$ cat src/rtl/core/assert_macros.svh
`ifndef ASSERT_MACROS_SVH
`define ASSERT_MACROS_SVH

// same-cycle implication, checked outside reset
`define ASSERT_IMPLIES(lbl, clk, rst_n, ante, cons, msg) \
    lbl: assert property (@(posedge clk) disable iff (!rst_n) (ante) |-> (cons)) \
        else $error(msg);

// next-cycle implication, checked outside reset
`define ASSERT_NEXT(lbl, clk, rst_n, ante, cons, msg) \
    lbl: assert property (@(posedge clk) disable iff (!rst_n) (ante) |=> (cons)) \
        else $error(msg);

`endif

$ cat src/rtl/core/trbo_div_pipe.sv
module trbo_div_pipe #(
    parameter int NW    = 32,
    parameter int DW    = 16,
    parameter int LANES = 1
) (
    input  logic                       clk,
    input  logic                       rst_n,
    input  logic                       en,
    input  logic                       in_valid,
    input  logic [LANES-1:0][NW-1:0]   dividend,
    input  logic [LANES-1:0][DW-1:0]   divisor,
    output logic                       out_valid,
    output logic [LANES-1:0][NW-1:0]   quotient,
    output logic [LANES-1:0][DW-1:0]   remainder
);

    // one quotient bit per stage, restoring
    logic [NW-1:0]                 vld_reg;
    logic [LANES-1:0][NW-1:0]      n_reg  [NW];
    logic [LANES-1:0][DW-1:0]      r_reg  [NW];
    logic [LANES-1:0][NW-1:0]      n_next [NW];
    logic [LANES-1:0][DW-1:0]      r_next [NW];

    always_comb begin
        logic [DW:0]   t;
        logic [NW-1:0] n_in;
        logic [DW-1:0] r_in;
        for (int s = 0; s < NW; s++) begin
            for (int l = 0; l < LANES; l++) begin
                if (s == 0) begin
                    n_in = dividend[l];
                    r_in = '0;
                end else begin
                    n_in = n_reg[s-1][l];
                    r_in = r_reg[s-1][l];
                end
                t = {r_in, n_in[NW-1]};
                if (t >= {1'b0, divisor[l]}) begin
                    t              = t - {1'b0, divisor[l]};
                    n_next[s][l]   = {n_in[NW-2:0], 1'b1};
                end else begin
                    n_next[s][l]   = {n_in[NW-2:0], 1'b0};
                end
                r_next[s][l] = t[DW-1:0];
            end
        end
    end

    always_ff @(posedge clk) begin
        if (!rst_n) begin
            vld_reg <= '0;
        end else if (en) begin
            vld_reg <= {vld_reg[NW-2:0], in_valid};
        end
    end

    always_ff @(posedge clk) begin
        if (en) begin
            for (int s = 0; s < NW; s++) begin
                n_reg[s] <= n_next[s];
                r_reg[s] <= r_next[s];
            end
        end
    end

    assign out_valid = vld_reg[NW-1];
    assign quotient  = n_reg[NW-1];
    assign remainder = r_reg[NW-1];

endmodule

$ cat config.mk
export PLATFORM = sky130hd
export DESIGN_NAME = trbo_div_pipe
export DESIGN_NICKNAME = d
export VERILOG_FILES = /design/src/rtl/core/assert_macros.svh /design/src/rtl/core/trbo_div_pipe.sv
export SDC_FILE = /design/constraint.sdc
export NUM_CORES = 2
export LEC_CHECK = 0
export BUFFER_PORTS_ARGS = -buffer_cell sky130_fd_sc_hd__buf_2
export CELL_PAD_IN_SITES_DETAIL_PLACEMENT = 1
export CELL_PAD_IN_SITES_GLOBAL_PLACEMENT = 1
export CORE_MARGIN = 2
export CORE_UTILIZATION = 45
export CTS_CLUSTER_DIAMETER = 150
export CTS_CLUSTER_SIZE = 30
export DETAILED_ROUTE_END_ITERATION = 7
export PLACE_DENSITY_LB_ADDON = 0.1
export REMOVE_ABC_BUFFERS = 1
export SLEW_MARGIN = 20
export SYNTH_ARGS = -nofsm -noshare
export SYNTH_HDL_FRONTEND = slang
export SYNTH_SLANG_ARGS = --single-unit
$ cat constraint.sdc
create_clock -name clk -period 10.7 [get_ports clk]
set_input_delay 2.14 -clock clk [delete_from_list [all_inputs] [get_ports clk]]
set_output_delay 2.14 -clock clk [all_outputs]
set_load 0.01 [all_outputs]
Word level (Yosys, flattened, before mapping)
Memory sizes are Yosys's and may differ from the RTL's.
Index checks and enable logic that the tools add are counted.
Widths: inputs -> output; s select.
Word-level totals
  bits in registers: 32
  memory bits (writable): 1536
  word-level logic and storage cells: 133
  memories: 2
Memories
  n_reg: words 32, width 32, read ports 32, clocked after memory_dff 0, wr ports 32, RTL line trbo_div_pipe.sv:19  | logic [LANES-1:0][NW-1:0] n_reg [NW];
  r_reg: words 32, width 16, read ports 32, clocked after memory_dff 0, wr ports 32, RTL line trbo_div_pipe.sv:20  | logic [LANES-1:0][DW-1:0] r_reg [NW];
Cells by class
  add/sub/neg operators: 32
  order comparisons: 32
  mux-type cells: 66
Operator list (count)
  $ge 17x16->1: 31
  $mux 16: 32
  $sub 16x16->16: 31
  $mux 1: 34
  $ge 1x16->1: 1
  $sub 1x16->16: 1

Depth between registers and ports, before layout
  word-level depth: 2
  mapped depth: 14

Worst setup path after synthesis
Ideal clock, no wire load.
  path kind: input -> register
  start point: in divisor[1] (netlist bit)
  end point: mem r_reg[0][232] (netlist bit) (data pin)
  arrival: 5568 ps
  setup slack: 4872 ps
  cell stages on the path: 13
  cells stage by stage: clkbuf_1 -> inv_1 -> ha_1 -> nor2b_1 -> o31a_1 -> o31ai_2 -> a211oi_1 -> o21a_1 -> o311ai_1 -> nand2_1 -> a211oi_4 -> buf_4 -> mux2_2
RTL lines
  from (decl): RTL line trbo_div_pipe.sv:11  | input logic [LANES-1:0][DW-1:0] divisor,
  to (decl): RTL line trbo_div_pipe.sv:20

==> impl_metrics.ini <==
[timing]
skew_ns = 0.0266
max_freq_mhz = 168
report.final.setup_viol = 0
period_needed_ns = 5.95
setup_tns_ns = 0
max-slew-margin-rel = 0.269
slew_viol_final = 0
fin_crit_sh = 0.556
tightestPinTransition_ns = 1.10
hold_viol_final = 0
grt_setup_unrepaired = false

[logic_synthesis]
ys_ff_latch = 1568
ys_types = 84
ys.flop_type = edfxtp_1
synth_edf_count = 1536
synth-compound-area-share = 0.0950
synthesis.area_sq_um = 75200
synth_cells = 5460
synth_xor_xnor_area_share = 0.0410
syn_area_per_cell_sq_um = 13.8
synth_fa_ha_area_frac = 0.0911
synthSimpleGateAreaFrac = 0.0783
synth_top_family_by_area = compound AO/OA/AOI/OAI gates
synth-async-reset-ratio = 0
yosysWarnings = 0
seq_area_frac_synth = 0.622
muxShareOfSynthArea = 0.0537

[die]
core_sq_um = 166000
die_h_um = 413
floorplan.initialDensity = 0.452
die_x_um = 413
dieArea_sq_um = 170000
rows = 150
io_pins = 101

[critical_path]
ff2ff_path_depth = 10
critical_path.cell_chain = buf_4 > inv_2 > buf_4 > ha_1 > nor2b_1 > o21ai_0 > a21boi_0 > nor3_1 > o31ai_1 > a311o_1 > o211ai_1 > a21oi_2 > mux2_2
worstSetupStartpointType = input port
cp-end-kind = register
cpMostUsedCell = buf_4
path_max_fanout = 33
cpMaxStageDelayCell = a21oi_2
r2r-end = r_reg[0][125]
reg2reg_slack_ns = 6.86
rr_startpoint = r_reg[0][96]
cp.required_ns = 11.17
slowest_delay_ns = 0.79
path_buf_inv = 3
cp_top_family = compound AO/OA/AOI/OAI gates
critical_path_arrival_ns = 6.42
path_class = input port to register

[finish]
fin_area_sq_um = 79800
final_common_cell = edfxtp_1
largest_register_ffs = 1024
nNetsFinal = 6119
final_cell_mix = 1536 x edfxtp_1, 498 x ha_1, 331 x nor2_1
diodes = 0
drive_gt1_frac = 0.100
area_growth_pct = 6.20

[hold_path]
min_path_type = register to register
min-delay-start = n_reg[1][194]
min_to = n_reg[1][227]
whs_path_depth = 0

[detailed_routing]
firstDrtPassIters = 5
drtAntennaViolNets = 0
routed_wirelength_um = 158000
vias_per_cell = 5.50
drt_iter0_markers = 2286
drc = 0
avgRoutedWirePerCell_um = 20.4
vias = 42700

[power_and_ir_drop]
ir_drop_mv = 0.158
p_leak_nw = 29.4
power_density_nw_per_um2 = 272

[place]
gp_congestion = 0.840
io_buffers = 100
dpl_cell_area_sq_um = 78300
hpwl_um = 107000

[clock_tree]
clk_latency_ns = 0.74
cts_tree = done
post_cts_resized = 0
path_clk_slew_ns = 0.12
root_buffer = clkbuf_16
clock-sinks = 1568
clockBufferDepth = 3
ctsHoldBuffers = 0
cts-htree-levels = 2
post_cts_buffers = 0
cts-buffers-inserted = 58

[global_route]
antenna_found_initial = 2
grt_pass1_wl_um = 246000
grt_max_degree = 187
overflow = 0
grt_usage = 0.184
first_global_vias = 43500

[run]
maxCapViolCount = 0

[run_status]
status = completed
[logic make-up (layout without fill, tap and decap cells)]
logic type,after synthesis,in the layout
adder cells (fa/ha/maj),529,529
AND/OR/NAND/NOR,1205,1205
buffers and inverters,318,412
flip-flops,1568,1568
multiplexers,366,366
XOR/XNOR,352,352
AO/OA/AOI/OAI,1122,1122
[report_power, final]
group	total (mW)	switching [mW]	leakage [nW]	internal, mW
Sequential	9.54	0.821	15.3	8.72
Combinational	9.41	5.04	13.3	4.37
Clock	2.80	1.78	0.766	1.02
Total	21.7	7.64	29.4	14.1
[per-layer routing]
layer,share of wire,GRT usage
met1,0.45,0.241
met2,0.51,0.329
met3,0.022,0.0152
met4,0.025,0.0441
met5,0,0
[cell usage after synthesis, types with 11 or more instances]
| cell type | instances | share of area |
|---|---|---|
| dfxtp_1 | 32 | 0.0085 |
| or3_1 | 37 | 0.0031 |
| buf_4 | 52 | 0.0052 |
| and3_1 | 27 | 0.0022 |
| clkbuf_1 | 60 | 0.0030 |
| o31a_1 | 26 | 0.0030 |
| nand4_1 | 69 | 0.0057 |
| o21a_1 | 79 | 0.0079 |
| a211o_1 | 11 | 0.0013 |
| inv_1 | 186 | 0.0093 |
| ha_1 | 498 | 0.083 |
| a211oi_1 | 29 | 0.0029 |
| a21boi_0 | 29 | 0.0029 |
| o211ai_1 | 22 | 0.0022 |
| o31ai_1 | 21 | 0.0021 |
| nand3_1 | 73 | 0.0049 |
| mux2i_1 | 85 | 0.011 |
| o21ai_0 | 296 | 0.020 |
| nand2_1 | 290 | 0.014 |
| or2_2 | 29 | 0.0024 |
| a31oi_1 | 46 | 0.0038 |
| edfxtp_1 | 1536 | 0.61 |
| a41oi_1 | 12 | 0.0014 |
| nor4_1 | 27 | 0.0022 |
| mux2_2 | 275 | 0.041 |
| and2_1 | 13 | 0.0011 |
| buf_2 | 13 | 0.00087 |
| o21bai_1 | 19 | 0.0019 |
| xnor2_1 | 223 | 0.026 |
| nor2_1 | 331 | 0.017 |
| a21o_1 | 110 | 0.011 |
| fa_1 | 31 | 0.0083 |
| nor3_1 | 77 | 0.0051 |
| nor2b_1 | 122 | 0.010 |
| nand2b_1 | 71 | 0.0059 |
| a21oi_1 | 315 | 0.021 |
| xor2_1 | 129 | 0.015 |
[worst max-delay path by stage]
stage / end / slack (ns) / startpoint / depth (start not counted)
after floorplan: r_reg[0][179] / 4.25 / divisor[1] / 10
after global placement: r_reg[0][119] / 4.01 / divisor[1] / 13
after detailed placement: r_reg[0][125] / 3.92 / divisor[1] / 13
after CTS: r_reg[0][125] / 4.72 / divisor[1] / 13
after global routing: r_reg[0][125] / 4.40 / divisor[1] / 13
final: r_reg[0][125] / 4.75 / divisor[1] / 13
[stage by stage]
step,hold slack [ns],utilization,std cells,power (mW),setup WS (ns)
after floorplan,0.400,-,5328,16.5,4.25
after global placement,0.400,0.470,7681,18.8,4.01
after detailed placement,0.405,0.470,7681,19.1,3.92
after CTS,0.418,0.480,7757,22.0,4.72
after global routing,0.428,0.480,7758,23.3,4.40
final,0.407,0.480,7758,21.7,4.75
[area by class of cell]
| type | instances | area [sq um] |
|---|---|---|
| fill | 16600 | 86600 |
| sequential | 1568 | 46800 |
| multi-input combinational | 3574 | 27100 |
| tap | 2204 | 2760 |
| clock buffer | 71 | 1520 |
| timing repair buffer | 150 | 981 |
| inverter | 186 | 701 |
| clock inverter | 5 | 56.3 |
(Power assumes the default switching activity.)
